**src/dpc_pkg.sv**
```systemverilog
// shared types and constants of the deployment pulse controller
package dpc_pkg;

  // field widths
  localparam int unsigned CMD_W       = 3;
  localparam int unsigned ALT_W       = 20;
  localparam int unsigned MIN_ALT_W   = 19;
  localparam int unsigned PULSE_W     = 16;
  localparam int unsigned STATUS_W    = 2;
  localparam int unsigned CFG_IDX_W   = 2;
  localparam int unsigned CFG_DATA_W  = 19;

  // default counter width
  localparam int unsigned TIMER_WIDTH_DEF = 16;

  // register reset values
  localparam logic [MIN_ALT_W-1:0] MIN_ALT_RESET = MIN_ALT_W'(1500);
  localparam logic [PULSE_W-1:0]   PULSE_RESET   = PULSE_W'(1000);

  // configuration register indexes
  typedef enum logic [CFG_IDX_W-1:0] {
    REG_MAIN_MIN_ALT = 2'd0,
    REG_PULSE_LEN    = 2'd1
  } cfg_reg_t;

  // command codes
  typedef enum logic [CMD_W-1:0] {
    CMD_TICK        = 3'd0,
    CMD_ARM         = 3'd1,
    CMD_SAFE        = 3'd2,
    CMD_FIRE_DROGUE = 3'd3,
    CMD_FIRE_MAIN   = 3'd4
  } cmd_t;

  // status codes
  typedef enum logic [STATUS_W-1:0] {
    ST_OK        = 2'd0,
    ST_NOT_ARMED = 2'd1,
    ST_SPENT     = 2'd2,
    ST_LOW       = 2'd3
  } status_t;

  // one result item as held in the output buffer
  typedef struct packed {
    status_t status;
    logic    drogue_drive;
    logic    main_drive;
    logic    armed_flag;
    logic    drogue_spent;
    logic    main_spent;
  } result_t;

endpackage

```
**src/dpc_in_if.sv**
```systemverilog
// command channel: valid, ready and one command item
interface dpc_in_if;
  logic                               valid;
  logic                               ready;
  logic [dpc_pkg::CMD_W-1:0]          command;
  logic signed [dpc_pkg::ALT_W-1:0]   altitude_dm;

  modport source (output valid, output command, output altitude_dm, input ready);
  modport sink (input valid, input command, input altitude_dm, output ready);
endinterface

```
**src/dpc_out_if.sv**
```systemverilog
// result channel: valid, ready and one status item
interface dpc_out_if;
  logic                               valid;
  logic                               ready;
  logic [dpc_pkg::STATUS_W-1:0]       status;
  logic                               drogue_drive;
  logic                               main_drive;
  logic                               armed_flag;
  logic                               drogue_spent;
  logic                               main_spent;

  modport source (output valid, output status, output drogue_drive, output main_drive,
                  output armed_flag, output drogue_spent, output main_spent, input ready);
  modport sink (input valid, input status, input drogue_drive, input main_drive,
                input armed_flag, input drogue_spent, input main_spent, output ready);
endinterface

```
**src/two_channel_deploy_pulse_controller_core.sv**
```systemverilog
// top level of the two-channel deployment pulse controller
//
// Usage: each command item (tick, arm, safe, fire drogue, fire main with
// altitude) arrives on in_ch and yields exactly one status item on out_ch,
// carrying the refusal status and the drive, armed and spent levels as they
// stand after that command. Ticks are expected once per millisecond.
// The cfg_ port writes the minimum main altitude (index 0) and the pulse
// length in ticks (index 1); write only while the block is idle.
// The status item is registered in the output register or skid entry.
// Throughput: one item per cycle while in_ch is ready; the state update
// is one pass of logic from the command handshake to the output register.
// A two-entry output buffer (output register plus skid entry) keeps in_ch
// ready while one finished item waits; in_ch.ready drops only when both
// entries are full, i.e. when out_ch has stalled for more than one item.
// Reset (rst_n low, synchronous) clears armed, drive and spent flags and the
// elapsed counters, empties the output buffer and restores the register
// defaults of 1500 dm and 1000 ticks.
module two_channel_deploy_pulse_controller_core #(
  parameter int unsigned TIMER_WIDTH = dpc_pkg::TIMER_WIDTH_DEF
) (
  input  logic                            clk,
  input  logic                            rst_n,
  dpc_in_if.sink                          in_ch,
  dpc_out_if.source                       out_ch,
  input  logic                            cfg_we,
  input  logic [dpc_pkg::CFG_IDX_W-1:0]   cfg_index,
  input  logic [dpc_pkg::CFG_DATA_W-1:0]  cfg_wdata
);
  import dpc_pkg::*;

  // compare width covers both counter and pulse length
  localparam int unsigned CMP_W = (TIMER_WIDTH > PULSE_W) ? TIMER_WIDTH : PULSE_W;
  localparam logic [TIMER_WIDTH-1:0] TIMER_MAX = {TIMER_WIDTH{1'b1}};

  // configuration registers
  logic [MIN_ALT_W-1:0] min_alt_r;
  logic [PULSE_W-1:0]   pulse_len_r;

  // controller state
  logic                   armed_r, armed_nxt;
  logic                   drogue_active_r, drogue_active_nxt;
  logic                   main_active_r, main_active_nxt;
  logic                   drogue_used_r, drogue_used_nxt;
  logic                   main_used_r, main_used_nxt;
  logic [TIMER_WIDTH-1:0] drogue_elapsed_r, drogue_elapsed_nxt;
  logic [TIMER_WIDTH-1:0] main_elapsed_r, main_elapsed_nxt;

  // output buffer
  logic    out_valid_r, skid_valid_r;
  result_t out_data_r, skid_data_r;
  result_t res;
  status_t status;

  // tick helpers
  logic [TIMER_WIDTH-1:0] drogue_inc, main_inc;
  logic                   drogue_expire, main_expire;
  logic                   alt_low;
  logic                   push, pop;

  assign push = in_ch.valid & in_ch.ready;
  assign pop  = out_valid_r & out_ch.ready;
  assign in_ch.ready = ~skid_valid_r;

  // configuration writes
  always_ff @(posedge clk) begin
    if (!rst_n) begin
      min_alt_r   <= MIN_ALT_RESET;
      pulse_len_r <= PULSE_RESET;
    end else if (cfg_we) begin
      case (cfg_index)
        REG_MAIN_MIN_ALT: min_alt_r   <= cfg_wdata[MIN_ALT_W-1:0];
        REG_PULSE_LEN:    pulse_len_r <= cfg_wdata[PULSE_W-1:0];
        default: ;
      endcase
    end
  end

  // saturating counter advance and end-of-pulse detection
  assign drogue_inc = (drogue_elapsed_r == TIMER_MAX) ? drogue_elapsed_r
                                                      : drogue_elapsed_r + 1'b1;
  assign main_inc   = (main_elapsed_r == TIMER_MAX) ? main_elapsed_r
                                                    : main_elapsed_r + 1'b1;
  assign drogue_expire = (CMP_W'(drogue_inc) >= CMP_W'(pulse_len_r)) ||
                         (drogue_inc == TIMER_MAX);
  assign main_expire   = (CMP_W'(main_inc) >= CMP_W'(pulse_len_r)) ||
                         (main_inc == TIMER_MAX);

  // negative altitude is always below the limit
  assign alt_low = in_ch.altitude_dm[ALT_W-1] |
                   (in_ch.altitude_dm[MIN_ALT_W-1:0] < min_alt_r);

  // command decode and state update
  always_comb begin
    armed_nxt          = armed_r;
    drogue_active_nxt  = drogue_active_r;
    main_active_nxt    = main_active_r;
    drogue_used_nxt    = drogue_used_r;
    main_used_nxt      = main_used_r;
    drogue_elapsed_nxt = drogue_elapsed_r;
    main_elapsed_nxt   = main_elapsed_r;
    status             = ST_OK;
    case (in_ch.command)
      CMD_TICK: begin
        if (drogue_active_r) begin
          drogue_elapsed_nxt = drogue_inc;
          drogue_active_nxt  = ~drogue_expire;
        end
        if (main_active_r) begin
          main_elapsed_nxt = main_inc;
          main_active_nxt  = ~main_expire;
        end
      end
      CMD_ARM: armed_nxt = 1'b1;
      CMD_SAFE: begin
        armed_nxt         = 1'b0;
        drogue_active_nxt = 1'b0;
        main_active_nxt   = 1'b0;
      end
      CMD_FIRE_DROGUE: begin
        if (!armed_r) begin
          status = ST_NOT_ARMED;
        end else if (drogue_used_r) begin
          status = ST_SPENT;
        end else begin
          drogue_active_nxt  = 1'b1;
          drogue_used_nxt    = 1'b1;
          drogue_elapsed_nxt = '0;
        end
      end
      CMD_FIRE_MAIN: begin
        if (!armed_r) begin
          status = ST_NOT_ARMED;
        end else if (main_used_r) begin
          status = ST_SPENT;
        end else if (alt_low) begin
          status = ST_LOW;
        end else begin
          main_active_nxt  = 1'b1;
          main_used_nxt    = 1'b1;
          main_elapsed_nxt = '0;
        end
      end
      default: ;
    endcase
    res.status       = status;
    res.drogue_drive = drogue_active_nxt;
    res.main_drive   = main_active_nxt;
    res.armed_flag   = armed_nxt;
    res.drogue_spent = drogue_used_nxt;
    res.main_spent   = main_used_nxt;
  end

  // state registers, updated per accepted item
  always_ff @(posedge clk) begin
    if (!rst_n) begin
      armed_r          <= 1'b0;
      drogue_active_r  <= 1'b0;
      main_active_r    <= 1'b0;
      drogue_used_r    <= 1'b0;
      main_used_r      <= 1'b0;
      drogue_elapsed_r <= '0;
      main_elapsed_r   <= '0;
    end else if (push) begin
      armed_r          <= armed_nxt;
      drogue_active_r  <= drogue_active_nxt;
      main_active_r    <= main_active_nxt;
      drogue_used_r    <= drogue_used_nxt;
      main_used_r      <= main_used_nxt;
      drogue_elapsed_r <= drogue_elapsed_nxt;
      main_elapsed_r   <= main_elapsed_nxt;
    end
  end

  // output register and skid entry
  always_ff @(posedge clk) begin
    if (!rst_n) begin
      out_valid_r  <= 1'b0;
      skid_valid_r <= 1'b0;
    end else if (pop) begin
      if (skid_valid_r) begin
        out_data_r   <= skid_data_r;
        skid_valid_r <= 1'b0;
      end else begin
        out_valid_r <= push;
        out_data_r  <= res;
      end
    end else if (push) begin
      if (!out_valid_r) begin
        out_valid_r <= 1'b1;
        out_data_r  <= res;
      end else begin
        skid_valid_r <= 1'b1;
        skid_data_r  <= res;
      end
    end
  end

  assign out_ch.valid        = out_valid_r;
  assign out_ch.status       = out_data_r.status;
  assign out_ch.drogue_drive = out_data_r.drogue_drive;
  assign out_ch.main_drive   = out_data_r.main_drive;
  assign out_ch.armed_flag   = out_data_r.armed_flag;
  assign out_ch.drogue_spent = out_data_r.drogue_spent;
  assign out_ch.main_spent   = out_data_r.main_spent;

  // a driven output always belongs to a spent channel
  a_drogue_spent: assert property (@(posedge clk) disable iff (!rst_n)
    drogue_active_r |-> drogue_used_r) else $error("drogue driven but not spent");
  a_main_spent: assert property (@(posedge clk) disable iff (!rst_n)
    main_active_r |-> main_used_r) else $error("main driven but not spent");

  // skid entry only fills behind a full output register
  a_skid_order: assert property (@(posedge clk) disable iff (!rst_n)
    skid_valid_r |-> out_valid_r) else $error("skid entry holds item ahead of output");

  // an armed fire of a fresh drogue starts its pulse
  a_drogue_fire: assert property (@(posedge clk) disable iff (!rst_n)
    (push && in_ch.command == CMD_FIRE_DROGUE && armed_r && !drogue_used_r)
    |=> (drogue_active_r && drogue_elapsed_r == '0))
    else $error("drogue fire did not start pulse");

  // safe drops everything
  a_safe: assert property (@(posedge clk) disable iff (!rst_n)
    (push && in_ch.command == CMD_SAFE)
    |=> (!armed_r && !drogue_active_r && !main_active_r))
    else $error("safe left a channel armed or driven");

endmodule

```
**src/flat_wrapper.sv**
```systemverilog
// flat-port wrapper written by rule: the top's interface ports become plain ports
module two_channel_deploy_pulse_controller_core_flat import dpc_pkg::*;
#(
  parameter int unsigned TIMER_WIDTH = dpc_pkg::TIMER_WIDTH_DEF
)
  (clk, rst_n, cfg_we, cfg_index, cfg_wdata, in_ch_valid, in_ch_command, in_ch_altitude_dm, in_ch_ready, out_ch_valid, out_ch_status, out_ch_drogue_drive, out_ch_main_drive, out_ch_armed_flag, out_ch_drogue_spent, out_ch_main_spent, out_ch_ready);
  dpc_in_if in_ch_i ();
  dpc_out_if out_ch_i ();
  input  logic clk;
  input  logic rst_n;
  input  logic cfg_we;
  input  logic [dpc_pkg::CFG_IDX_W-1:0] cfg_index;
  input  logic [dpc_pkg::CFG_DATA_W-1:0] cfg_wdata;
  input wire logic [$bits(in_ch_i.valid)-1:0] in_ch_valid;
  input wire logic [$bits(in_ch_i.command)-1:0] in_ch_command;
  input wire logic [$bits(in_ch_i.altitude_dm)-1:0] in_ch_altitude_dm;
  output wire logic [$bits(in_ch_i.ready)-1:0] in_ch_ready;
  output wire logic [$bits(out_ch_i.valid)-1:0] out_ch_valid;
  output wire logic [$bits(out_ch_i.status)-1:0] out_ch_status;
  output wire logic [$bits(out_ch_i.drogue_drive)-1:0] out_ch_drogue_drive;
  output wire logic [$bits(out_ch_i.main_drive)-1:0] out_ch_main_drive;
  output wire logic [$bits(out_ch_i.armed_flag)-1:0] out_ch_armed_flag;
  output wire logic [$bits(out_ch_i.drogue_spent)-1:0] out_ch_drogue_spent;
  output wire logic [$bits(out_ch_i.main_spent)-1:0] out_ch_main_spent;
  input wire logic [$bits(out_ch_i.ready)-1:0] out_ch_ready;
  assign in_ch_i.valid = in_ch_valid;
  assign in_ch_i.command = in_ch_command;
  assign in_ch_i.altitude_dm = in_ch_altitude_dm;
  assign in_ch_ready = in_ch_i.ready;
  assign out_ch_valid = out_ch_i.valid;
  assign out_ch_status = out_ch_i.status;
  assign out_ch_drogue_drive = out_ch_i.drogue_drive;
  assign out_ch_main_drive = out_ch_i.main_drive;
  assign out_ch_armed_flag = out_ch_i.armed_flag;
  assign out_ch_drogue_spent = out_ch_i.drogue_spent;
  assign out_ch_main_spent = out_ch_i.main_spent;
  assign out_ch_i.ready = out_ch_ready;
  two_channel_deploy_pulse_controller_core #(.TIMER_WIDTH(TIMER_WIDTH)) u_core (.clk(clk), .rst_n(rst_n), .in_ch(in_ch_i), .out_ch(out_ch_i), .cfg_we(cfg_we), .cfg_index(cfg_index), .cfg_wdata(cfg_wdata));
endmodule
```
**config.mk**
```make
export PLATFORM = sky130hd
export DESIGN_NAME = two_channel_deploy_pulse_controller_core_flat
export DESIGN_NICKNAME = d
export VERILOG_FILES = /design/src/dpc_pkg.sv /design/src/dpc_in_if.sv /design/src/dpc_out_if.sv /design/src/two_channel_deploy_pulse_controller_core.sv /design/src/flat_wrapper.sv
export SDC_FILE = /design/constraint.sdc
export NUM_CORES = 1
export LEC_CHECK = 0
export ABC_AREA = 1
export BUFFER_PORTS_ARGS = -buffer_cell sky130_fd_sc_hd__buf_2
export CAP_MARGIN = 15
export CORE_AREA = 2 2 122 124
export CTS_CLUSTER_DIAMETER = 200
export CTS_CLUSTER_SIZE = 8
export DETAILED_ROUTE_END_ITERATION = 6
export DIE_AREA = 0 0 124 126
export GPL_TIMING_DRIVEN = 0
export PLACE_DENSITY = 0.65
export SETUP_SLACK_MARGIN = 0.05
export SLEW_MARGIN = 20
export SYNTH_ARGS = -nofsm -noshare
export SYNTH_HDL_FRONTEND = slang
export SYNTH_SLANG_ARGS = --single-unit
```
**constraint.sdc**
```tcl
create_clock -name clk -period 2.8 [get_ports clk]
set_clock_uncertainty 0.15 [all_clocks]
set_input_delay 0.28 -clock clk [delete_from_list [all_inputs] [get_ports clk]]
set_output_delay 0.28 -clock clk [all_outputs]
set_load 0.01 [all_outputs]
```
Word level (Yosys, flattened, before mapping)
Cells that the tools add are included.
{ "op_classes": {"mux": 40, "magnitude_cmp": 3, "addsub": 2, "n_bitwise": 8, "eq_ne": 18, "reduce_logical": 16} }
{ "op_table": {"columns": ["operator", "count"], "rows": [
  ["16-bit 2-to-1 mux", 9],
  ["16-bit == test (second input constant)", 4],
  ["16-bit one-hot mux with 2 select lines", 2],
  ["16-bit by 1-bit adder with 16-bit output (second input constant)", 2],
  ["16-bit greater-or-equal comparator", 2],
  ["7-bit 2-to-1 mux", 4],
  ["19-bit < comparator", 1],
  ["1-bit 2-to-1 mux", 16],
  ["2-bit 2-to-1 mux", 5],
  ["2-bit != test (second input constant)", 5],
  ["2-bit by 1-bit != test with 1-bit output (second input constant)", 4],
  ["2-bit AND reduction", 4],
  ["3-bit by 2-bit == test with 1-bit output (second input constant)", 2],
  ["1-bit one-hot mux with 3 select lines", 2],
  ["6-bit AND reduction", 1],
  ["2-bit nonzero test", 3],
  ["1-bit inverter", 5],
  ["5-bit AND reduction", 1],
  ["2-bit one-hot mux with 2 select lines", 1],
  ["4-bit AND reduction", 1],
  ["3-bit by 1-bit == test with 1-bit output (second input constant)", 1],
  ["3-bit == test (second input constant)", 1],
  ["3-bit zero test", 1],
  ["3-bit AND reduction", 1],
  ["other kinds (7)", 9]
]} }
{ "totals": {"output_inout_bits": 9, "in_bits": 49, "elab_cells": 110, "register_bits": 88} }

Logic depth before layout (Yosys ltp)
Gate-level depths: netlist of run 1.
{ "depth": {"word_depth": 10, "mapped_depth": 24, "ltp_nobuf": 24} }

Worst setup path before layout of run 1
No wires, ideal clock.
{ "synth_timing": {"kind": "register to register", "startpoint": "register u_core.drogue_elapsed_r[0]", "endpoint": "register u_core.out_data_r (netlist bit u_core.out_ch.drogue_drive), data pin", "required_ns": 2.401, "period_less_slack_ns": 2.593, "setup_ns": 0.249, "path_stages_with_launch": 23, "t_arrival_ns": 2.193, "path_slack_ns": 0.207, "cell_sequence": "dfxtp_1 -> ha_1 -> nand3_2 -> inv_2 -> nand2_4 -> nor2_1 -> nand2_1 -> nand2_1 -> nand2_1 -> ha_1 -> o21ai_0 -> nand2_1 -> nand2_1 -> nand2_1 -> nand2_1 -> nand2_1 -> nand2_1 -> nand2_1 -> a21oi_1 -> nand2_1 -> nand4_1 -> nand2_1 -> inv_1"} }
{ "synth_via": {"elab_chain_cells": 10, "elab_cells_between_ends": 13} }
{ "synth_rtl": {"columns": ["item", "line", "rtl"], "rows": [
  ["start: declaration", "two_channel_deploy_pulse_controller_core.sv:45", "logic [TIMER_WIDTH-1:0] drogue_elapsed_r, drogue_elapsed_nxt;"],
  ["start signal: assignment", "two_channel_deploy_pulse_controller_core.sv:169", "drogue_elapsed_r <= drogue_elapsed_nxt;"],
  ["16-bit by 1-bit adder with 16-bit output or 16-bit == test (tied branches)", "two_channel_deploy_pulse_controller_core.sv:80, two_channel_deploy_pulse_controller_core.sv:79", null],
  ["16-bit 2-to-1 mux *", "two_channel_deploy_pulse_controller_core.sv:79", "assign drogue_inc = (drogue_elapsed_r == TIMER_MAX) ? drogue_elapsed_r"],
  ["16-bit greater-or-equal comparator or 16-bit == test (tied branches)", "two_channel_deploy_pulse_controller_core.sv:83, two_channel_deploy_pulse_controller_core.sv:84", null],
  ["1-bit logical OR *", "two_channel_deploy_pulse_controller_core.sv:83", "assign drogue_expire = (CMP_W'(drogue_inc) >= CMP_W'(pulse_len_r)) ||"],
  ["1-bit inverter *", "two_channel_deploy_pulse_controller_core.sv:106", "drogue_active_nxt = ~drogue_expire;"],
  ["1-bit 2-to-1 mux *", "two_channel_deploy_pulse_controller_core.sv:104", "if (drogue_active_r) begin"],
  ["1-bit one-hot mux with 3 select lines *", "two_channel_deploy_pulse_controller_core.sv:102", "case (in_ch.command)"],
  ["7-bit 2-to-1 mux", "two_channel_deploy_pulse_controller_core.sv:188", "if (!out_valid_r) begin"],
  ["7-bit 2-to-1 mux", "two_channel_deploy_pulse_controller_core.sv:187", "end else if (push) begin"],
  ["7-bit 2-to-1 mux *", "two_channel_deploy_pulse_controller_core.sv:179", "end else if (pop) begin"],
  ["end signal: assignment", "two_channel_deploy_pulse_controller_core.sv:181", "out_data_r <= skid_data_r;"],
  ["end signal: assignment", "two_channel_deploy_pulse_controller_core.sv:185", "out_data_r <= res;"],
  ["end signal: assignment", "two_channel_deploy_pulse_controller_core.sv:190", "out_data_r <= res;"],
  ["end: declaration", "two_channel_deploy_pulse_controller_core.sv:50", "result_t out_data_r, skid_data_r;"]
]} }
Mark *: on every way between the ends. The rest lies on a longest branch, timed or not. The select of a mux whose other input is x is not followed.
A chain may end at the register's enable or synchronous reset.

Worst setup path after layout of run 1
{ "layout_timing": {"startpoint": "register u_core.main_elapsed_r[1]", "endpoint": "register u_core.out_data_r (netlist bit u_core.out_ch.main_drive), data pin"} }
{ "layout_via": {"elab_chain_cells": 10, "elab_cells_between_ends": 13} }
{ "layout_rtl": {"columns": ["item", "line", "rtl"], "rows": [
  ["start: declaration", "two_channel_deploy_pulse_controller_core.sv:46", "logic [TIMER_WIDTH-1:0] main_elapsed_r, main_elapsed_nxt;"],
  ["start signal: assignment", "two_channel_deploy_pulse_controller_core.sv:170", "main_elapsed_r <= main_elapsed_nxt;"],
  ["16-bit by 1-bit adder with 16-bit output or 16-bit == test (tied branches)", "two_channel_deploy_pulse_controller_core.sv:82, two_channel_deploy_pulse_controller_core.sv:81", null],
  ["16-bit 2-to-1 mux *", "two_channel_deploy_pulse_controller_core.sv:81", "assign main_inc = (main_elapsed_r == TIMER_MAX) ? main_elapsed_r"],
  ["16-bit greater-or-equal comparator or 16-bit == test (tied branches)", "two_channel_deploy_pulse_controller_core.sv:85, two_channel_deploy_pulse_controller_core.sv:86", null],
  ["1-bit logical OR *", "two_channel_deploy_pulse_controller_core.sv:85", "assign main_expire = (CMP_W'(main_inc) >= CMP_W'(pulse_len_r)) ||"],
  ["1-bit inverter *", "two_channel_deploy_pulse_controller_core.sv:110", "main_active_nxt = ~main_expire;"],
  ["1-bit 2-to-1 mux *", "two_channel_deploy_pulse_controller_core.sv:108", "if (main_active_r) begin"],
  ["1-bit one-hot mux with 3 select lines *", "two_channel_deploy_pulse_controller_core.sv:102", null],
  ["7-bit 2-to-1 mux", "two_channel_deploy_pulse_controller_core.sv:188", null],
  ["7-bit 2-to-1 mux", "two_channel_deploy_pulse_controller_core.sv:187", null],
  ["7-bit 2-to-1 mux *", "two_channel_deploy_pulse_controller_core.sv:179", null]
]} }
Marks and branches as above.

==> results of run 1 <==
==> worst register-to-register path: cells and delay by family (launching register included) <==
family	cells	cell delay (ns)
and+or+nand+nor	11	1.01
adders and majority gates	2	0.48
DFF	1	0.36
buffers and inverters	2	0.28
AOI/OAI and AO/OA	2	0.18
==> worst paths after layout <==
kind | slack, ns | to | start
worst max-delay path | 0.08 | u_core.out_ch.main_drive | u_core.main_elapsed_r[1]
worst min-delay path | 0.02 | u_core.pulse_len_r[5] | cfg_wdata[5]
worst max register to register | 0.08 | u_core.out_ch.main_drive | u_core.main_elapsed_r[1]
worst min register to register | 0.32 | u_core.min_alt_r[13] | u_core.min_alt_r[13]
==> layout make-up <==
type / count / area, um2 / share of cell area, %
Inverter: 103 / 389 / 5.62
Timing Repair Buffer: 82 / 479 / 6.92
Clock inverter: 3 / 41.3 / 0.596
Buffer: 20 / 96.3 / 1.39
Multi-Input combinational cell: 598 / 3510 / 50.6
Tap cell: 184 / 230 / 3.33
Sequential cell: 88 / 1940 / 28.0
Clock buffer: 13 / 240 / 3.47
==> metrics by stage <==
stage / hold slack (ns) / util, % / setup TNS, ns / total power (uW) / cell area [um2]
after floorplan: 0.260 / - / 0 / 1560 / 5590
after global placement: 0.303 / 42.6 / -0.860 / 1670 / 6100
after detailed placement: 0.310 / 42.6 / -0.849 / 1670 / 6100
after global routing: 0.0130 / 48.4 / -0.291 / 2980 / 6920
final: 0.0178 / 48.4 / 0 / 2860 / 6920
after CTS: 0.00534 / 45.7 / 0 / 2870 / 6540
==> registers in the layout, summed over array words and instances, names as in the netlist, 2 cells and up <==
signal and cells:
u_core.out_ch.status 2, u_core.min_alt_r 19, u_core.pulse_len_r 16, u_core.skid_data_r 7, u_core.main_elapsed_r 16, u_core.drogue_elapsed_r 16
==> what timing repair did <==
action,4_1_cts,5_1_grt
setup buffers,8,18
resized for setup,27,65
endpoints found under the setup margin,6,6
hold buffers,0,0
pin swaps,5,27
==> synth_stat cells, types with 7 or more instances <==
master | count | area (um2)
nand3_1 | 35 | 175
nor2_2 | 9 | 56.3
a21oi_1 | 87 | 435
clkbuf_1 | 13 | 48.8
o21bai_1 | 8 | 60.1
nand4_1 | 15 | 93.8
xor2_1 | 7 | 61.3
nor2_1 | 54 | 203
nand2_1 | 243 | 912
inv_1 | 98 | 368
ha_1 | 52 | 651
dfxtp_1 | 74 | 1480
o211ai_1 | 16 | 120
edfxtp_1 | 14 | 420
o21ai_0 | 43 | 215
==> kinds of logic (layout without fill, tap and decap cells) <==
| kind of cell | after synthesis | after routing | share of synthesized area (%) |
|---|---|---|---|
| simple gates | 375 | 375 | 28.4 |
| compound gates | 161 | 161 | 15.8 |
| buf+inv | 123 | 221 | 8.64 |
| flops | 88 | 88 | 34.0 |
| fa+ha+maj | 52 | 52 | 11.6 |
| xor+xnor | 10 | 10 | 1.57 |
==> per-layer routing <==
layer	share of wire [%]	routed length (um)
met5	0	0
met4	2.5	369
met3	2.1	302
met2	49	7100
met1	47	6830
==> power by group through the flow <==
| stage | sequential, uW | combinational, uW | clock [uW] |
|---|---|---|---|
| floorplan | 1370 | 188 | 0 |
| global placement | 1370 | 298 | 0 |
| detailed placement | 1370 | 303 | 0 |
| CTS | 1340 | 308 | 1220 |
| global route | 1340 | 370 | 1280 |
| finish | 1340 | 323 | 1200 |
==> results.md, run 1 <==
* Clock power frac at between 40% and 50%
* Critical Path RT at between 2 and 3 ns
* Number of buffers added on ports at 56
* Final-layout fill cell count at 1452
* Startpoint Class: flip-flop
* # rows at 44
* CP max-delay cell: dfxtp_4
* CORE AREA at roughly 14000 um2
* Root buffer cell: clkbuf_16
* Most frequent cells in the layout: 231 x nand2_1, 95 x inv_1, 85 x a21oi_1
* Mean Syn Cell Area at 6.91 um2
* GRT Residual Overflow at 0
* Syn Inst Count at 809
* Crit path max fanout at 4
* Int Pwr at 2140 uW
* DRC at 0
* Fin cells at about 1100
* Max VDD drop at between 0.0002 and 0.00025 V
* Crit path DAT at 2.67 ns
* CTS tree: built
* EDFF count, synth at 14
* Die area at ~16000 um2
* Tcrit/Tclk final at around 97%
* Pins Over Slew Limit at 0
* Iter 0 DRT Violations at 271
* Hold-critical path depth at 3
* GRT Overall Usage at roughly a fifth
* Seq/Total Area, Yosys at 34.0%
* Cells on worst reg2reg path at 17
* Global-route wire length before repair at 23.9 mm
* #FFs+latches synth at a little under 90
* Leakage at 0.00307 uW
* Stages on worst setup path at 17
* Chip width at 124 um
* Die Ht at 126 um
* Routed WL at around 15 mm
* Minimum clock period at 2.72 ns
* Ports at slightly below 60
* Setup violations, final at 0
* Setup ws final at 0.0759 ns
* Comb power frac at 11.3%
* Hold crit path type: in -> reg
* Final hold violations at 0
* Most common cell after layout, fill and taps aside: nand2_1
* Switching pwr at slightly above 700 uW
* Layout cells sized above 1 at about a fifth
* Nature of the critical path endpoint: flip-flop
* Final net count at 1003
* Net count after synthesis at 910
* DR WL/cell at 13.4 um
* Vias at around 5400
* CP Buf/Inv Count at 2
* M3 GR Usage at under 10%
* Cts bufs inserted at 9
* Busiest grt layer: met2
* DP Wirelength at 11.0 mm
* Slew @ Worst Pin at roughly 0.73 ns
* Sw Ratio at 25.3%
* Setup WS pre-CTS at -0.250 ns
* Netlist cell types at 34
* Largest net degree at the start of global routing at 14
* CP Class: reg -> reg
* Synth Flop Type: dfxtp_1
* Pwr dens at 413 nW/um2
* Starting Density at between 30% and 40%
* P&R area growth vs syn at 23.8%
* Initial antenna violation count at 0
* Run status: finished, final reports clean
* Most common cell on crit path: nand2_1
* Via-to-Cell Ratio at 4.97
* CTS Sinks at 88
* Flop pwr share at 46.7%
* GR met2 Demand/Resource at 32.8%
* Antenna-violating nets left at 0
* GPL Wtd Cong at 0.868
* Vias in the first global route at ~5100
* Largest delay contributor family on the critical path: simple AND/OR/NAND/NOR gates
* Relative slew slack at 51.3%
* Grt met1 use at 25.3%
* H-Tree Depth at 3
* CTS clock-pin slew for the worst setup and hold paths at 0.07 ns
* Max Root-Sink Buffers at 2
* Sequence of cells on the critical path: ha_4 -> nand2_4 -> nor2_4 -> buf_6 -> nand4_1 -> buf_4 -> nand3_2 -> ha_4 -> nand2_1 -> nor3_2 -> nand3_1 -> a21oi_2 -> nor2_1 -> nand2_1 -> nand2_1 -> nand2_2 -> a21oi_2
* Highest Clock Rate at approximately 370 MHz
* Fraction of registers with async set/reset at 0%
* Unrepaired setup endpoints after global routing: true
* Insertion delay to the later sink of the worst-skew pair at 0.36 ns
* Placed insts at 1049
* Max Cap Viol at 0
* Ant diodes at 0
* Detailed Routing Iterations Pass 1 at 5
* Yosys Warn Count at 0
* Worst path max stage delay at 0.36 ns
* Post-Syn Area at roughly 5600 um2
(Power assumes the default switching activity.)
==> run 2: changes to the inputs <==
--- a/config.mk
+++ b/config.mk
@@ -5,7 +5,7 @@
 export SDC_FILE = /design/constraint.sdc
 export NUM_CORES = 1
 export LEC_CHECK = 0
-export ABC_AREA = 1
+export ABC_AREA = 0
 export BUFFER_PORTS_ARGS = -buffer_cell sky130_fd_sc_hd__buf_2
 export CAP_MARGIN = 15
 export CORE_AREA = 2 2 122 124
==> run 2 against run 1 <==
The run now ends with negative setup slack left; register-to-register slack worse by 0.44 ns; global-route usage is 0.49 points higher; non-clock buffer count is 18 higher; count of clock-buffer cells in the layout is 3 lower; via count is 1.3% lower; synthesized cell count is 15% lower; final area is 2.0% higher.
==> results.md, run 2 <==
* Highest Clock Rate at 316 MHz (was 367 MHz)
* Fin cells at 973 (was 1091)
* CTS Sinks at 88 (unchanged)
* Seq/Total Area, Yosys at 33.9% (was 34.0%)
* Netlist cell types at 65 (was 34)
* Cts bufs inserted at 9 (unchanged)
* Critical Path RT at 2.85 ns (was 2.75 ns)
* Ports at 58 (unchanged)
* Tcrit/Tclk final at 113% (was 97.3%)
* Relative slew slack at 39.6% (was 51.3%)
* CTS clock-pin slew for the worst setup and hold paths at 0.07 ns (about the same)
* P&R area growth vs syn at 25.7% (was 23.8%)
* Number of flip-flops under the largest register name at 19 (unchanged)
* Hold Buf Count CTS at 0 (unchanged)
* Pwr dens at 403 nW/um2 (was 413 nW/um2)
* Fin area at 7060 um2 (was 6920 um2)
* Number of buffers added on ports at 56 (unchanged)
* Largest Register: u_core.min_alt_r (unchanged)
* Max VDD drop at 0.000420 V (was 0.000231 V)
* Final hold violations at 0 (unchanged)
* Fraction of registers with async set/reset at 0% (unchanged)
* DRC at 0 (unchanged)
* GPL Wtd Cong at 0.870 (was 0.868)
* Final net count at 885 (was 1003)
* Largest net degree at the start of global routing at 17 (was 14)
* DR WL/cell at 15.9 um (was 13.4 um)
* Final-layout fill cell count at 1409 (was 1452)
* Minimum clock period at 3.17 ns (was 2.72 ns)
* Failing checks: negative setup slack
* Starting Density at 39.2% (was 39.1%)
* CORE AREA at 14300 um2 (unchanged)
* H-Tree Depth at 3 (unchanged)
* Vias in the first global route at 4913 (was 5057)
* Largest area contributor in the synthesized netlist: dfxtp_1 (unchanged)
* Pwr Total at 2840 uW (was 2860 uW)
* Vias at 5349 (was 5418)
* Net count after synthesis at 791 (was 910)
* Synth top area cells: dfxtp_1 26%, ha_1 12%, edfxtp_1 7.5%, nand2_1 7.5%, a21oi_1 4.7% (was dfxtp_1 26%, nand2_1 16%, ha_1 12%, a21oi_1 7.8%, edfxtp_1 7.5%)
* Clock power frac at 44.3% (was 42.0%)
* Flop pwr share at 46.5% (was 46.7%)
* Die area at 15600 um2 (unchanged)
* Detailed Routing Iterations Pass 1 at 5 (unchanged)
* Chip width at 124 um (unchanged)
* Sw Ratio at 25.5% (was 25.3%)
* GRT Residual Overflow at 0 (unchanged)
* Post-DP Area at 6240 um2 (was 6100 um2)
* Yosys Warn Count at 0 (unchanged)
* Insertion delay to the later sink of the worst-skew pair at 0.36 ns (about the same)
* CTS tree: built (unchanged)
* EDFF count, synth at 14 (unchanged)
* Post-Syn Area at 5620 um2 (was 5590 um2)
* CP Class: reg -> reg (unchanged)
* Pins Over Slew Limit at 0 (unchanged)
* Antenna-violating nets left at 0 (unchanged)
* Int Pwr at 2120 uW (was 2140 uW)
* Slew @ Worst Pin at 0.904 ns (was 0.730 ns)
* Iter 0 DRT Violations at 400 (was 271)
* Setup ws final at -0.367 ns (was 0.0759 ns)
* Die Ht at 126 um (unchanged)
* Initial antenna violation count at 0 (unchanged)
* Switching pwr at 724 uW (about the same)
* #FFs+latches synth at 88 (unchanged)
* R2R setup slack at -0.37 ns (was 0.08 ns)
* Setup violations, final at 6 (was 0)
* Crit path DAT at 3.21 ns (was 2.67 ns)
* Via-to-Cell Ratio at 5.50 (was 4.97)
* Synth Flop Type: dfxtp_1 (unchanged)
* Hold crit path type: in -> reg (unchanged)
* Max Root-Sink Buffers at 2 (unchanged)
* Leakage at 0.00294 uW (was 0.00307 uW)
* Nature of the critical path endpoint: flip-flop (unchanged)
* GRT Overall Usage at 20.1% (was 19.6%)
* Yosys top cell area share at 26.4% (was 26.5%)
* Most numerous cell in the Yosys netlist: nand2_1 (unchanged)
* Ant diodes at 0 (unchanged)
* Routed WL at 15.5 mm (was 14.6 mm)
* Global-route wire length before repair at 24.5 mm (was 23.9 mm)
* Layout cells sized above 1 at 24.8% (was 21.2%)
* Crit path max fanout at 7 (was 4)
* Most frequent cells in the layout: 111 x nand2_1, 57 x buf_2, 57 x dfxtp_1 (was 231 x nand2_1, 95 x inv_1, 85 x a21oi_1)
* Max Cap Viol at 0 (unchanged)
* Root buffer cell: clkbuf_16 (unchanged)
* Mean Syn Cell Area at 8.14 um2 (was 6.91 um2)
* Placed insts at 930 (was 1049)
* Syn Inst Count at 690 (was 809)
* Synth top cells by count: 112 x nand2_1, 74 x dfxtp_1, 53 x a21oi_1, 52 x ha_1, 50 x nor2_1 (was 243 x nand2_1, 98 x inv_1, 87 x a21oi_1, 74 x dfxtp_1, 54 x nor2_1)
* Run status: finished, violations left (was finished, final reports clean)
* # rows at 44 (unchanged)
* Startpoint Class: flip-flop (unchanged)
* Comb power frac at 9.2% (was 11.3%)
* Unrepaired setup endpoints after global routing: true (unchanged)
* Most common cell after layout, fill and taps aside: nand2_1 (unchanged)
* DP Wirelength at 11.2 mm (was 11.0 mm)
==> run 2: cell count changes in the layout (fill, tap and decap cells not counted), sizes merged, moves of 18 or more <==
| cell | previous run | this run |
|---|---|---|
| a21oi | 87 | 53 |
| inv | 103 | 51 |
| o21ai | 46 | 24 |
| nand3 | 39 | 21 |
| nand2 | 249 | 112 |
==> run 2: worst paths after layout <==
kind	depth (start not counted)	startpoint	endpoint
worst max-delay path	13	u_core.main_elapsed_r[0]	u_core.out_ch.main_drive
worst max register to register	13	u_core.main_elapsed_r[0]	u_core.out_ch.main_drive
worst min register to register	2	u_core.min_alt_r[13]	u_core.min_alt_r[13]
worst min-delay path	3	cfg_wdata[16]	u_core.min_alt_r[16]
==> run 2: per-layer routing <==
layer / part of all wire (%) / global-route usage [%] / vias up / routed length [um]
met5: 0 / 0 / - / 0
met4: 1.3 / 6.28 / 0 / 204
met3: 4.2 / 4.39 / 17 / 652
met2: 48 / 32.1 / 113 / 7440
met1: 46 / 26.9 / 2539 / 7210
li1: - / - / 2680 / -
==> run 2: per-stage QoR <==
step / hold slack (ns) / worst slack (ns) / TNS (ns) / utilization, %
floorplan: 0.266 / -0.148 / -0.529 / -
global placement: 0.293 / -0.632 / -4.61 / 43.6
detailed placement: 0.300 / -0.669 / -4.93 / 43.6
CTS: 0.00332 / -0.366 / -1.61 / 47.9
global route: 0.0190 / -0.471 / -2.38 / 49.3
finish: 0.0124 / -0.367 / -1.76 / 49.3
==> run 2: cells by family (layout without fill, tap and decap cells) <==
family | Yosys count | after routing | share of synthesized area, %
muxes | 9 | 9 | 1.85
xor gates and xnor gates | 15 | 15 | 2.34
adders and majority gates | 52 | 52 | 11.6
DFF | 88 | 88 | 33.9
and+or+nand+nor | 270 | 270 | 23.9
AOI/OAI and AO/OA | 171 | 171 | 20.5
buffers and inverters | 85 | 184 | 6.01
==> run 2: cell type report <==
type,instances,area [um2],share of cell area [%]
Multi-Input combinational cell,517,3700,52.4
Sequential cell,88,1940,27.5
Timing Repair Buffer,84,490,6.95
Clock buffer,10,230,3.26
Tap cell,184,230,3.26
Buffer,36,216,3.07
Inverter,48,183,2.59
Clock inverter,6,73.8,1.05
==> run 2: power groups by stage <==
stage	clock, uW	combinational (uW)	sequential (uW)
2_1_floorplan	0	145	1360
3_3_place_gp	0	248	1350
3_5_place_dp	0	250	1360
4_1_cts	1290	256	1320
5_1_grt	1330	296	1330
6_report	1260	260	1320
==> run 2: worst max-delay path: stages (launching register included) <==
cell	delay, ns
dfxtp_4	0.37
ha_4	0.16
nand4_4	0.12
or4_4	0.51
buf_8	0.16
buf_4	0.14
nand3_1	0.12
xnor2_2	0.12
ha_1	0.22
nor4_2	0.23
o21ai_1	0.13
a21oi_2	0.21
o41ai_4	0.12
o31ai_1	0.24
==> run 2: timing repair <==
| action | CTS | global route |
|---|---|---|
| buffers inserted | 19 | 9 |
| setup endpoints to repair | 18 | 18 |
| pin swaps | 15 | 10 |
| resized for setup | 46 | 30 |
==> run 3: changes to the inputs <==
--- a/config.mk
+++ b/config.mk
@@ -7,7 +7,6 @@
 export LEC_CHECK = 0
 export ABC_AREA = 0
 export BUFFER_PORTS_ARGS = -buffer_cell sky130_fd_sc_hd__buf_2
-export CAP_MARGIN = 15
 export CORE_AREA = 2 2 122 124
 export CTS_CLUSTER_DIAMETER = 200
 export CTS_CLUSTER_SIZE = 8
@@ -15,7 +14,7 @@
 export DIE_AREA = 0 0 124 126
 export GPL_TIMING_DRIVEN = 0
 export PLACE_DENSITY = 0.65
-export SETUP_SLACK_MARGIN = 0.05
+export SETUP_SLACK_MARGIN = 0.02
 export SLEW_MARGIN = 20
 export SYNTH_ARGS = -nofsm -noshare
 export SYNTH_HDL_FRONTEND = slang
==> run 3 against run 2 <==
The run still ends with negative setup slack left; fmax hardly changed; first-iteration DRC count is 3.0% lower; via count is 0.99% lower; global-route usage stayed put; hold slack worse by 0.0030 ns; critical endpoint unchanged; die area stayed put; largest cell class unchanged; highest routed layer unchanged; utilization is 0.18 points lower; final area is 0.37% lower; critical path depth is 1 higher; sequential power hardly changed; flip-flop and latch count stayed put.
==> results.md, run 3 (synthesized netlist as in run 2, its figures left out) <==
* Sequence of cells on the critical path: ha_4 -> nand4_4 -> or4_4 -> nand3_4 -> nor2_1 -> xor2_1 -> ha_1 -> a21oi_1 -> o21ai_1 -> nand2_1 -> a31oi_1 -> a21oi_2 -> o41ai_4 -> o31ai_1 (was ha_4 -> nand4_4 -> or4_4 -> buf_8 -> buf_4 -> nand3_1 -> xnor2_2 -> ha_1 -> nor4_2 -> o21ai_1 -> a21oi_2 -> o41ai_4 -> o31ai_1)
* Startpoint Class: flip-flop (unchanged)
* CORE AREA at 14300 um2 (unchanged)
* Crit path DAT at 3.21 ns (about the same)
* P&R area growth vs syn at 25.2% (was 25.7%)
* Vias at 5296 (was 5349)
* Hold_sp: cfg_wdata[16] (unchanged)
* Initial antenna violation count at 0 (unchanged)
* Leakage at 0.00293 uW (was 0.00294 uW)
* Relative slew slack at 39.4% (was 39.6%)
* CP Class: reg -> reg (unchanged)
* Vias in the first global route at 4913 (unchanged)
* WHS Endpoint: u_core.min_alt_r[16] (unchanged)
* Crit path max fanout at 5 (was 7)
* Critical Path RT at 2.85 ns (about the same)
* GRT Overall Usage at 20.1% (unchanged)
* Failing checks: negative setup slack (unchanged)
* Iter 0 DRT Violations at 388 (was 400)
* Placed insts at 930 (unchanged)
* R2R setup slack at -0.37 ns (about the same)
* Nature of the critical path endpoint: flip-flop (unchanged)
* Ports at 58 (unchanged)
* Via-to-Cell Ratio at 5.44 (was 5.50)
* Cts bufs inserted at 9 (unchanged)
* Unrepaired setup endpoints after global routing: true (unchanged)
* Run status: finished, violations left (unchanged)
* Worst r2r src: u_core.main_elapsed_r[0] (unchanged)
* Number of flip-flops under the largest register name at 19 (unchanged)
* Final hold violations at 0 (unchanged)
* GRT Residual Overflow at 0 (unchanged)
* Fin cells at 973 (unchanged)
* Final net count at 885 (unchanged)
* DRC at 0 (unchanged)
* Root buffer cell: clkbuf_16 (unchanged)
* Routed WL at 15.4 mm (was 15.5 mm)
* Pwr dens at 405 nW/um2 (was 403 nW/um2)
* Most common cell after layout, fill and taps aside: nand2_1 (unchanged)
* CP Buf/Inv Count at 0 (was 2)
* Insertion delay to the later sink of the worst-skew pair at 0.36 ns (about the same)
* DP Wirelength at 11.2 mm (unchanged)
* Detailed Routing Iterations Pass 1 at 5 (unchanged)
* Minimum clock period at 3.17 ns (about the same)
* H-Tree Depth at 3 (unchanged)
* Setup ws final at -0.365 ns (was -0.367 ns)
* Most frequent cells in the layout: 111 x nand2_1, 57 x buf_2, 57 x dfxtp_1 (unchanged)
* GPL Wtd Cong at 0.870 (unchanged)
* Number of buffers added on ports at 56 (unchanged)
* Chip width at 124 um (unchanged)
* Reg2reg end: u_core.out_ch.main_drive (unchanged)
* Antenna-violating nets left at 0 (unchanged)
* Worst path max stage delay at 0.54 ns (was 0.51 ns)
* Highest Clock Rate at 316 MHz (about the same)
* Setup WS pre-CTS at -0.669 ns (unchanged)
* Fin area at 7030 um2 (was 7060 um2)
* CTS Sinks at 88 (unchanged)
* Max Root-Sink Buffers at 2 (unchanged)
* Ant diodes at 0 (unchanged)
* Tcrit/Tclk final at 113% (about the same)
* Slew @ Worst Pin at 0.907 ns (was 0.904 ns)
* Hold-critical path depth at 3 (unchanged)
* Pins Over Slew Limit at 0 (unchanged)
* Max Cap Viol at 0 (unchanged)
* DR WL/cell at 15.8 um (was 15.9 um)
* CTS clock-pin slew for the worst setup and hold paths at 0.07 ns (about the same)
* Max VDD drop at 0.000420 V (about the same)
* Largest Register: u_core.min_alt_r (unchanged)
* CTS tree: built (unchanged)
* Post-DP Area at 6240 um2 (unchanged)
* Global-route wire length before repair at 24.5 mm (unchanged)
* Setup violations, final at 6 (unchanged)
* Layout cells sized above 1 at 24.7% (was 24.8%)
* Starting Density at 39.2% (unchanged)
* Largest net degree at the start of global routing at 17 (unchanged)
* # rows at 44 (unchanged)
* Largest delay contributor family on the critical path: simple AND/OR/NAND/NOR gates (unchanged)
* Hold crit path type: in -> reg (unchanged)
* Cells on worst reg2reg path at 14 (was 13)
* CP max-delay cell: or4_4 (unchanged)
* Die Ht at 126 um (unchanged)
* Pwr Total at 2850 uW (was 2840 uW)
* Die area at 15600 um2 (unchanged)
* Fin util at 49.1% (was 49.3%)
## run 3: layout make-up
cell class,instances,area [um2]
buffer,35,201
clock inverter,6,73.8
fill,1415,7280
multi-input combinational,517,3680
clock buffer,10,230
inverter,48,183
timing repair buffer,85,498
sequential,88,1940
tap,184,230
## run 3: report_power, final
part	internal (uW)	switching, uW
Combinational	101	159
Clock	710	552
Sequential	1310	14.2
Total	2120	725
## run 3: per-layer routing
layer  global-route usage, %  wire length, um  vias to the layer above  share of wire (%)
li1                        -                -                     2687                  -
met1                    26.9             7180                     2484                 47
met2                    32.1             7350                      108                 48
met3                    4.39              679                       17                4.4
met4                    6.28              207                        0                1.3
met5                       0                0                        -                  0
## run 3: what timing repair did
action                                  4_1_cts  5_1_grt
hold endpoints to repair                      0        0
setup buffers                                19       10
hold buffers                                  0        0
gates resized for setup                      46       28
pin swaps                                    15       11
endpoints found under the setup margin       18       18
## run 3: per-stage QoR
step	hold slack, ns	TNS, ns
floorplan	0.266	-0.529
global placement	0.293	-4.61
detailed placement	0.300	-4.93
CTS	0.00332	-1.61
global route	0.0190	-2.42
finish	0.00934	-1.76
## run 3: worst max-delay path by stage
stage	from	endpoint	slack [ns]	cells after the start
6_report	u_core.main_elapsed_r[0]	u_core.out_ch.main_drive	-0.37	14
5_1_grt	u_core.main_elapsed_r[5]	u_core.out_ch.main_drive	-0.48	12
4_1_cts	u_core.drogue_elapsed_r[8]	u_core.out_ch.drogue_drive	-0.37	11
3_5_place_dp	u_core.drogue_elapsed_r[3]	u_core.out_ch.drogue_drive	-0.67	11
3_3_place_gp	u_core.drogue_elapsed_r[3]	u_core.out_ch.drogue_drive	-0.63	11
2_1_floorplan	u_core.drogue_elapsed_r[0]	u_core.out_ch.drogue_drive	-0.15	11
## run 3: worst min-delay path, stage by stage
cell and delay [ns]:
buf_2 0.09, nand2_1 0.05, a21oi_1 0.05
